## config.mk

```make
export PLATFORM = sky130hd
export DESIGN_NAME = token_bucket_limiter
export DESIGN_NICKNAME = d
export VERILOG_FILES = /design/src/sv/tbl_pkg.sv /design/src/sv/token_bucket_limiter.sv /design/src/sv/tbl_div_unit.sv
export SDC_FILE = /design/constraint.sdc
export NUM_CORES = 2
export LEC_CHECK = 0
export ABC_AREA = 1
export BUFFER_PORTS_ARGS = -buffer_cell sky130_fd_sc_hd__buf_4
export CAP_MARGIN = 10
export CORE_MARGIN = 1
export CORE_UTILIZATION = 37
export DETAILED_ROUTE_END_ITERATION = 10
export PLACE_DENSITY = 0.59
export SLEW_MARGIN = 20
export SYNTH_ARGS = -nofsm -noshare
export SYNTH_HDL_FRONTEND = slang
export SYNTH_SLANG_ARGS = --single-unit
```

## constraint.sdc

```tcl
create_clock -name clk -period 10.4 [get_ports clk]
set_input_delay 2.6 -clock clk [delete_from_list [all_inputs] [get_ports clk]]
set_output_delay 2.6 -clock clk [all_outputs]
set_load 0.1 [all_outputs]
```

## src/sv/tbl_pkg.sv

```systemverilog
// ----------------------------------------------------------------------------
// tbl_pkg
// Shared constants for the token bucket limiter: register reset values,
// register indexes and the geometry of the iterative divide-by-1e9 unit.
// ----------------------------------------------------------------------------
package tbl_pkg;

  localparam int TimeW  = 64;
  localparam int TokW   = 32;
  localparam int CfgIdxW = 1;

  // register indexes on the configuration port
  localparam logic [CfgIdxW-1:0] RegCapacity = 1'b0;
  localparam logic [CfgIdxW-1:0] RegRate     = 1'b1;

  localparam logic [TokW-1:0] CapacityReset = 32'd1024;
  localparam logic [TokW-1:0] RateReset     = 32'd1000000;

  // divider: remainder below 1e9 fits 30 bits, four quotient bits a cycle
  localparam int RemW      = 30;
  localparam int DivSteps  = 4;
  localparam int DivCycles = TimeW / DivSteps;
  localparam int DivCntW   = $clog2(DivCycles);
  localparam logic [RemW:0] NsPerSec = 31'd1000000000;

endpackage

```

## src/sv/token_bucket_limiter.sv

```systemverilog
// Each request word passes twice through the shared divider and twice
// through the shared 32x32 multiplier; no new request word is taken until
//   the sequencer has returned to idle from its grant step.
// The next request is taken while an earlier result still waits downstream.
// Reset: bucket capacity 1024, rate 1e6 tokens/s, bucket full, time base zero.
// ----------------------------------------------------------------------------
// token_bucket_limiter
// Token bucket admission control: refill from elapsed nanoseconds, saturate
// at capacity, then grant and debit the request if enough tokens are held.
// ----------------------------------------------------------------------------
module token_bucket_limiter (
  input  logic                             clk,
  input  logic                             rst,
  // configuration
  input  logic                             cfg_we,
  input  logic [tbl_pkg::CfgIdxW-1:0]      cfg_index,
  input  logic [tbl_pkg::TokW-1:0]         cfg_data,
  // request word
  input  logic                             in_valid,
  output logic                             in_stall,
  input  logic [tbl_pkg::TimeW-1:0]        now_time_ns,
  input  logic [tbl_pkg::TokW-1:0]         tokens_requested,
  // result word
  output logic                             out_valid,
  input  logic                             out_stall,
  output logic                             granted,
  output logic [tbl_pkg::TokW-1:0]         tokens_left
);

  // sequencer codes
  localparam logic [2:0] S_IDLE  = 3'd0;  // wait for a request word
  localparam logic [2:0] S_DIV1  = 3'd1;  // elapsed / 1e9 running
  localparam logic [2:0] S_MUL1  = 3'd2;  // frac * rate
  localparam logic [2:0] S_DIVS  = 3'd3;  // start second division, whole * rate
  localparam logic [2:0] S_DIV2  = 3'd4;  // (frac * rate) / 1e9 running
  localparam logic [2:0] S_SUM   = 3'd5;  // refill and saturate
  localparam logic [2:0] S_GRANT = 3'd6;  // compare, debit, emit result

  logic [2:0]                   state;

  // architectural state
  logic [tbl_pkg::TokW-1:0]     bucket_capacity;
  logic [tbl_pkg::TokW-1:0]     fill_rate;
  logic [tbl_pkg::TokW-1:0]     token_count;
  logic [tbl_pkg::TimeW-1:0]    last_refill_time;

  // per-request working registers
  logic [tbl_pkg::TokW-1:0]     req;
  logic                         whole_big;
  logic [tbl_pkg::TokW-1:0]     whole_lo;
  logic [tbl_pkg::RemW-1:0]     frac;
  logic [tbl_pkg::TimeW-1:0]    prod_frac;
  logic [tbl_pkg::TimeW-1:0]    prod_whole;
  logic [tbl_pkg::TokW-1:0]     fpart;

  // divider hookup
  logic                         div_start;
  logic [tbl_pkg::TimeW-1:0]    div_dividend;
  logic                         div_done;
  logic [tbl_pkg::TimeW-1:0]    div_quot;
  logic [tbl_pkg::RemW-1:0]     div_rem;

  // shared multiplier
  logic [tbl_pkg::TokW-1:0]     mul_a;
  logic [tbl_pkg::TimeW-1:0]    mul_p;

  // refill arithmetic
  logic [tbl_pkg::TokW-1:0]     room;
  logic [tbl_pkg::TimeW:0]      refill_sum;
  logic                         refill_full;

  logic                         in_accept;
  logic                         out_free;
  logic                         grant_ok;

  assign in_stall  = (state != S_IDLE);
  assign in_accept = in_valid && !in_stall;
  // output register can take a new word when empty or being drained
  assign out_free  = !out_valid || !out_stall;

  // The divider serves both divisions: elapsed time first, then the
  // fractional product. Elapsed wraps modulo 2^64 by plain subtraction.
  assign div_start    = in_accept || (state == S_DIVS);
  assign div_dividend = (state == S_DIVS) ? prod_frac : (now_time_ns - last_refill_time);

  tbl_div_unit u_div (
    .clk       (clk),
    .rst       (rst),
    .start     (div_start),
    .dividend  (div_dividend),
    .done      (div_done),
    .quotient  (div_quot),
    .remainder (div_rem)
  );

  // One 32x32 multiplier: fractional ns times rate, then whole seconds
  // (low 32 bits) times rate. The top quotient bits are handled as a flag.
  assign mul_a = (state == S_MUL1) ? tbl_pkg::TokW'(frac) : whole_lo;
  assign mul_p = mul_a * fill_rate;

  // Bucket never exceeds capacity, so room is a plain difference. The exact
  // sum whole*rate + fpart decides saturation; a whole-second count of 2^32
  // or more with a non-zero rate always fills the bucket.
  assign room        = bucket_capacity - token_count;
  assign refill_sum  = {1'b0, prod_whole} + (tbl_pkg::TimeW + 1)'(fpart);
  assign refill_full = (whole_big && (fill_rate != '0)) ||
                       (refill_sum >= (tbl_pkg::TimeW + 1)'(room));

  assign grant_ok = (token_count >= req);

  // sequencer and architectural state
  always_ff @(posedge clk) begin
    if (rst) begin
      state            <= S_IDLE;
      bucket_capacity  <= tbl_pkg::CapacityReset;
      fill_rate        <= tbl_pkg::RateReset;
      token_count      <= tbl_pkg::CapacityReset;
      last_refill_time <= '0;
      out_valid        <= 1'b0;
    end else begin
      // raise the result word on a grant step, drop it once taken downstream
      if ((state == S_GRANT) && out_free) begin
        out_valid <= 1'b1;
      end else if (!out_stall) begin
        out_valid <= 1'b0;
      end

      // user writes configuration only in idle, unenforced; 0 capacity dropped
      if (cfg_we) begin
        case (cfg_index)
          tbl_pkg::RegCapacity: begin
            if (cfg_data != '0) begin
              bucket_capacity <= cfg_data;
              token_count     <= cfg_data;
            end
          end
          tbl_pkg::RegRate: begin
            fill_rate <= cfg_data;
          end
          default: ;
        endcase
      end

      case (state)
        S_IDLE: begin
          if (in_accept) begin
            last_refill_time <= now_time_ns;
            state            <= S_DIV1;
          end
        end
        S_DIV1: begin
          if (div_done) begin
            state <= S_MUL1;
          end
        end
        S_MUL1: begin
          state <= S_DIVS;
        end
        S_DIVS: begin
          state <= S_DIV2;
        end
        S_DIV2: begin
          if (div_done) begin
            state <= S_SUM;
          end
        end
        S_SUM: begin
          // refill: saturate at capacity
          if (refill_full) begin
            token_count <= bucket_capacity;
          end else begin
            token_count <= token_count + refill_sum[tbl_pkg::TokW-1:0];
          end
          state <= S_GRANT;
        end
        S_GRANT: begin
          // hold until the output register is free
          if (out_free) begin
            if (grant_ok) begin
              token_count <= token_count - req;
            end
            state <= S_IDLE;
          end
        end
        default: begin
          state <= S_IDLE;
        end
      endcase
    end
  end

  // payload registers, no reset needed
  always_ff @(posedge clk) begin
    if (in_accept) begin
      req <= tokens_requested;
    end
    if ((state == S_DIV1) && div_done) begin
      whole_big <= (div_quot[tbl_pkg::TimeW-1:tbl_pkg::TokW] != '0);
      whole_lo  <= div_quot[tbl_pkg::TokW-1:0];
      frac      <= div_rem;
    end
    if (state == S_MUL1) begin
      prod_frac <= mul_p;
    end
    if (state == S_DIVS) begin
      prod_whole <= mul_p;
    end
    if ((state == S_DIV2) && div_done) begin
      // (frac * rate) / 1e9 stays below 2^32
      fpart <= div_quot[tbl_pkg::TokW-1:0];
    end
    if ((state == S_GRANT) && out_free) begin
      granted     <= grant_ok;
      tokens_left <= grant_ok ? (token_count - req) : token_count;
    end
  end

endmodule

```

## src/sv/tbl_div_unit.sv

```systemverilog
// ----------------------------------------------------------------------------
// tbl_div_unit
// Iterative 64-bit divide by one second in nanoseconds: restoring division,
// four quotient bits per cycle, done pulse after the last step.
// ----------------------------------------------------------------------------
module tbl_div_unit (
  input  logic                              clk,
  input  logic                              rst,
  input  logic                              start,
  input  logic [tbl_pkg::TimeW-1:0]         dividend,
  output logic                              done,
  output logic [tbl_pkg::TimeW-1:0]         quotient,
  output logic [tbl_pkg::RemW-1:0]          remainder
);

  logic                              active;
  logic [tbl_pkg::DivCntW-1:0]       cnt;
  logic [tbl_pkg::TimeW-1:0]         work;
  logic [tbl_pkg::TimeW-1:0]         work_next;
  logic [tbl_pkg::RemW-1:0]          rem;
  logic [tbl_pkg::RemW-1:0]          rem_next;
  logic [tbl_pkg::RemW-1:0]          r;
  logic [tbl_pkg::RemW:0]            t;
  logic [tbl_pkg::DivSteps-1:0]      q;

  // four restoring steps on the 31-bit partial remainder
  always_comb begin
    r = rem;
    q = '0;
    t = '0;
    for (int i = 0; i < tbl_pkg::DivSteps; i++) begin
      t = {r, work[tbl_pkg::TimeW-1-i]};
      if (t >= tbl_pkg::NsPerSec) begin
        t = t - tbl_pkg::NsPerSec;
        q[tbl_pkg::DivSteps-1-i] = 1'b1;
      end
      r = t[tbl_pkg::RemW-1:0];
    end
    rem_next  = r;
    work_next = {work[tbl_pkg::TimeW-tbl_pkg::DivSteps-1:0], q};
  end

  always_ff @(posedge clk) begin
    if (rst) begin
      active <= 1'b0;
      done   <= 1'b0;
      cnt    <= '0;
    end else begin
      done <= 1'b0;
      if (start) begin
        active <= 1'b1;
        cnt    <= '0;
      end else if (active) begin
        cnt <= cnt + 1'b1;
        if (cnt == tbl_pkg::DivCntW'(tbl_pkg::DivCycles - 1)) begin
          active <= 1'b0;
          done   <= 1'b1;
        end
      end
    end
  end

  always_ff @(posedge clk) begin
    if (start) begin
      work <= dividend;
      rem  <= '0;
    end else if (active) begin
      work <= work_next;
      rem  <= rem_next;
    end
  end

  assign quotient  = work;
  assign remainder = rem;

endmodule

```

# Word-level counts from Yosys, hierarchy flattened
# Index checks and enable logic that the tools add are counted.
# op_classes
add_sub_neg,10
mul,1
div,0
n_lt_le_gt_ge,6
eq_ne,12
n_shift,0
n_mux,31
bitwise_logic,2
reduce_logical,23
# op_table
operator,count
$mux 32,8
$mux 64,3
$ge 31x30->1 const B,4
$mux 30,4
$sub 30x30->30 const B,4
$reduce_bool 32->1,3
$add 64x32->65,1
$ge 65x32->1,1
$mul 32x32->64,1
$pmux 32 s2,1
$sub 32x32->32,2
$sub 64x64->64,1
$add 32x32->32,1
$ge 32x32->1,1
$pmux 3 s7,1
$mux 3,4
$mux 1,10
$eq 3x3->1 const B,3
$eq 3x2->1 const B,2
$ne 2x1->1 const B,3
$logic_and 1x1->1,5
$add 4x1->4 const B,1
$eq 4x4->1 const B,1
$ne 2x2->1 const B,2
other kinds (12),18
# word_totals
ff_bits,552
latch_bits,0
mem_bits_rw,0
romBits,0
input_bits,134
output_inout_bits,35
elab_cells,105
memories,0

# Logic depth before layout (Yosys ltp)
# depth
depth_word,10
ltp_mapped,50
ltp_nobuf,47

# Modules after synthesis
# Synthesis repeated with hierarchy kept, for this count alone.
# unflattened
hier_cells,9472
hier_area_um2,71971.5
# by_module_without_submodules
module,instances,cells_each,area_per_inst_um2,seq_area_each_um2
token_bucket_limiter,1,8055,63283.2,11931.4
tbl_div_unit,1,1417,8688.3,2642.5

# Worst setup path after synthesis
# No wires, ideal clock.
# synth_timing
kind,reg-to-reg
from,register state[1]
to,"register prod_frac[51] (netlist bit), data pin"
setup_ns,0.264
t_arrival_ns,10.188
required_ns,10.136
setup_slack_ns,-0.051
stages_incl_launch_ff,37
n_path_buf,2
synth_period_minus_slack_ns,10.451
cell_sequence,dfxtp_1 inv_1 nor2_1 nand2_1 inv_1 clkbuf_1 or2_2 o21ai_0 inv_1 clkbuf_1 nand2_1 fa_1 inv_1 fa_1 inv_1 fa_1 fa_1 inv_1 fa_1 inv_1 fa_1 inv_1 fa_1 fa_1 ha_1 nand2_1 o21ai_0 a21boi_0 o21ai_0 a21boi_0 o21ai_0 a21boi_0 o21ai_0 a21boi_0 o21ai_0 a31oi_1 xnor2_1
# synth_between
elab_chain_len,3
# synth_lines
element,line,source
"start, declared",token_bucket_limiter.sv:39,logic [2:0] state;
"start signal, assigned",token_bucket_limiter.sv:114,state <= S_IDLE;
"start signal, assigned",token_bucket_limiter.sv:148,state <= S_DIV1;
"start signal, assigned",token_bucket_limiter.sv:153,state <= S_MUL1;
$eq 3x2->1,token_bucket_limiter.sv:98,assign mul_a = (state == S_MUL1) ? tbl_pkg::TokW'(frac) : whole_lo;
$mux 32,token_bucket_limiter.sv:98,
$mul 32x32->64,token_bucket_limiter.sv:99,assign mul_p = mul_a * fill_rate;
net mul_p (one bit),token_bucket_limiter.sv:65,logic [tbl_pkg::TimeW-1:0] mul_p;
"end signal, assigned",token_bucket_limiter.sv:203,prod_frac <= mul_p;
"end, declared",token_bucket_limiter.sv:52,logic [tbl_pkg::TimeW-1:0] prod_frac;
# The timed path passes the listed nets, and every way through them passes these cells.
# A chain may end at the register's enable or synchronous reset.

# Worst setup path after layout
# layout_timing
from,register state[2]
to,"register prod_whole[61] (netlist bit), data pin"
# layout_between
elab_chain_len,3
# layout_lines
element,line,source
$eq 3x2->1,token_bucket_limiter.sv:98,
$mux 32,token_bucket_limiter.sv:98,
$mul 32x32->64,token_bucket_limiter.sv:99,
net mul_p (one bit),token_bucket_limiter.sv:65,
"end signal, assigned",token_bucket_limiter.sv:206,prod_whole <= mul_p;
"end, declared",token_bucket_limiter.sv:53,logic [tbl_pkg::TimeW-1:0] prod_whole;
# The timed path passes the listed nets, and every way through them passes these cells.

==> results by group <==
Timing
  • Final setup violation count: 0
  • TNS Setup: 0 ns
  • Ratio of final minimum period to clock period: between 90% and 100%
  • Final Max Tran Viols: 0
  • Slew @ Worst Pin: about 1.2 ns
  • RSZ-0062 raised after global routing: no
  • Final hold vios: 0
  • Clock skew: roughly 0.081 ns
  • Worst relative slew slack: 20.01%
  • Fmax: slightly above 100 MHz
  • Tmin final: roughly 10 ns

Cells and area
  • Area growth, synth to finish: 9.276%
  • N_diodes: 0
  • Share of cells above drive strength 1: approximately 6.9%
  • Layout net count: a little under 10,000

Drt
  • M1 WL: around 95 mm
  • DR DRC count: 0
  • Routed WL: about 230 mm
  • Router iterations before antenna repair: 6
  • Vias: 55,868
  • Via/cell ratio: about 5.2
  • Routed length on met3: 18.03 mm
  • Final ANT Viol Nets: 0
  • Met2 wire len: between 100 and 150 mm
  • Uppermost layer routed: met5
  • Routed wire length per instance: approximately 21 um
  • DRT iter0 DRCs: approximately 4,600

Synth
  • Syn Std Cell Area: 67,030 um2
  • Post-synth EDFFs: around 350
  • Area contributors post-synth: fa_1 27%, edfxtp_1 16%, nand2_1 9.5%
  • FFs w/ async S/R, synth: 0%
  • Main flop type after synthesis: edfxtp_1
  • Area leader, netlist: fa_1
  • Cells after Synth: a little over 8,000
  • Yosys warns: 0
  • Mean Syn Cell Area: ~8.1 um2
  • Synth top area share: 26.91%
  • Register area share after synthesis: approximately 22%
  • Unique masters post-synth: 56
  • Flops & latches, synth: 552
  • Syn nets: between 9,000 and 10,000

Clock network
  • Clock sinks: roughly 550
  • Total CTS buffers: roughly 60
  • Htree depth: 2
  • CTS tree: yes
  • CTS root buf: clkbuf_16
  • Clock tree buffer depth: 3
  • Worst-path clk slew: 0.06 ns
  • Insertion delay to the later sink of the worst-skew pair: roughly 0.75 ns

Hold path
  • Worst hold path depth: 2
  • Hold crit path type: reg2reg
  • Worst Min Path Start: last_refill_time[50]$_SDFFE_PP0P_
  • Hold EP: last_refill_time[50]$_SDFFE_PP0P_

Die
  • Num rows: around 160
  • Die ar.: 182,900 um2
  • Core area: about 180,000 um2
  • DIE WIDTH: 427.6 um
  • Die Ht: around 430 um
  • Number of primary I/O pins: 169
  • Initial core utilization: 37.40%

Placement
  • Placer Congestion: ~0.99
  • Port Buffers: 168
  • Post-DP HPWL: roughly 190 mm

Global route
  • Total grt overflow: 0
  • Vias in the first global route: 56,697
  • Initial antenna violation count: 4
  • Tot GR Track Use: about a quarter
  • Largest net degree at the start of global routing: 95
  • First-pass GRT wire length: roughly 350 mm

Critical path
  • Kind of critical path: reg2reg
  • Critical Path AT: slightly above 10 ns
  • FF-to-FF path depth: 37
  • Crit end category: flip-flop
  • Worst reg-to-reg setup slack: approximately 0.64 ns
  • Setup crit start kind: flip-flop
  • Reg2reg end: prod_whole[61]$_DFFE_PP_
  • Crit-path max cell delay: 0.57 ns
  • FF-to-FF Start: state[2]$_SDFFE_PP0P_
  • Worst endpoint required time: approximately 11 ns
  • CP max stage cell: fa_1
  • Worst-path fanout max: 18

Outcome
  • Status: complete, no violations

Flow run
  • Max-Cap Viols: 0
[through the flow]
step	setup WS [ns]	hold slack (ns)	util, %	std cells	area (um2)
2_1_floorplan	0.9280	0.4082	-	8265	67030
3_3_place_gp	0.5999	0.4426	39.69	10623	71130
3_5_place_dp	0.3840	0.4503	39.70	10623	71130
4_1_cts	0.3108	0.4595	40.86	10739	73230
5_1_grt	0.07793	0.4797	40.87	10739	73240
6_report	0.6365	0.4550	40.87	10739	73240
[state kept, by name, indices dropped and copies added (netlist names)]
signal            cells
prod_whole           64
fpart                32
req                  32
prod_frac            64
u_div.active          1
bucket_capacity      32
whole_big             1
out_valid             1
granted               1
token_count          32
u_div.done            1
u_div.cnt             4
frac                 30
whole_lo             32
u_div.remainder      30
fill_rate            32
state                 3
u_div.quotient       64
tokens_left          32
last_refill_time     64
[layer usage]
metal  GRT usage [%]  vias up
li1                -    26015
met1           33.08    27464
met2           42.24     2030
met3           4.801      357
met4           8.683        2
met5               0        -
[worst max-delay path by stage]
stage | start | end | slack, ns | cells after the start
after CTS | state[2]$_SDFFE_PP0P_ | prod_whole[59]$_DFFE_PP_ | 0.31 | 36
after floorplan | state[2]$_SDFFE_PP0P_ | prod_frac[51]$_DFFE_PP_ | 0.93 | 33
final | state[2]$_SDFFE_PP0P_ | prod_whole[61]$_DFFE_PP_ | 0.64 | 37
after global placement | state[2]$_SDFFE_PP0P_ | prod_whole[51]$_DFFE_PP_ | 0.60 | 37
after detailed placement | state[2]$_SDFFE_PP0P_ | prod_frac[59]$_DFFE_PP_ | 0.38 | 36
after global routing | state[2]$_SDFFE_PP0P_ | prod_whole[61]$_DFFE_PP_ | 0.08 | 37
[cells in the mapped netlist (14+ instances only)]
library cell / instances
a21boi_0: 27
a21oi_1: 493
a31oi_1: 82
clkbuf_1: 275
clkinv_1: 21
dfxtp_1: 200
edfxtp_1: 352
fa_1: 901
ha_1: 490
inv_1: 1516
inv_2: 35
nand2_1: 1691
nand2_2: 16
nand3_1: 222
nand4_1: 92
nor2_1: 803
nor2_2: 14
nor3_1: 45
nor4_1: 34
o211ai_1: 25
o21a_1: 21
o21ai_0: 421
o21ai_1: 28
or2_2: 44
xnor2_1: 100
xor2_1: 187
[cells by family after synthesis]
kind of cell	share of synthesized area [%]
and+or+nand+nor	18.46
buffers and inverters	10.59
adders and majority gates	36.06
AOI/OAI and AO/OA	9.401
DFF	21.74
xor gates and xnor gates	3.750
[critical path: cells and delay by family (launching register included)]
kind            cells  cell delay (ns)
compound gates     15             3.45
simple gates        5             0.61
buf+inv             7             0.97
xor+xnor            1             0.16
fa+ha+maj           9             3.89
flops               1             0.36
[cell usage in the layout, fill, tap and decap left out, drive strengths merged, types with 7 or more instances in the layout]
cell type	count
a31oi	83
clkinv	45
o211ai	25
xor2	187
nor2	827
or2	44
ha	490
a21boi	27
o21ai	453
inv	1558
a211oi	7
o21a	21
a21oi	495
buf	303
nand4	92
bufinv	7
clkinvlp	9
edfxtp	352
fa	901
nor4	34
nand3b	11
nand2	1710
nor3	46
xnor2	100
o221ai	9
o21bai	7
clkbuf	69
a22oi	9
dfxtp	200
o22ai	8
nand3	231
[layout make-up]
cell class,instances,area [um2]
Clock inverter,47,536.8
Sequential cell,552,14570
Clock buffer,69,1556
Multi-Input combinational cell,5841,45450
Fill cell,18269,106000
Inverter,1572,5903
Tap cell,2355,2947
Timing Repair Buffer,303,2278
[what timing repair did]
action	in CTS	in global routing
hold buffers	0	0
resized for setup	0	8
setup buffers	0	0
endpoints found under the setup margin	0	22
Power is not shown: default switching activity piles up to over one toggle a cycle in this logic, so the estimate is an artifact.
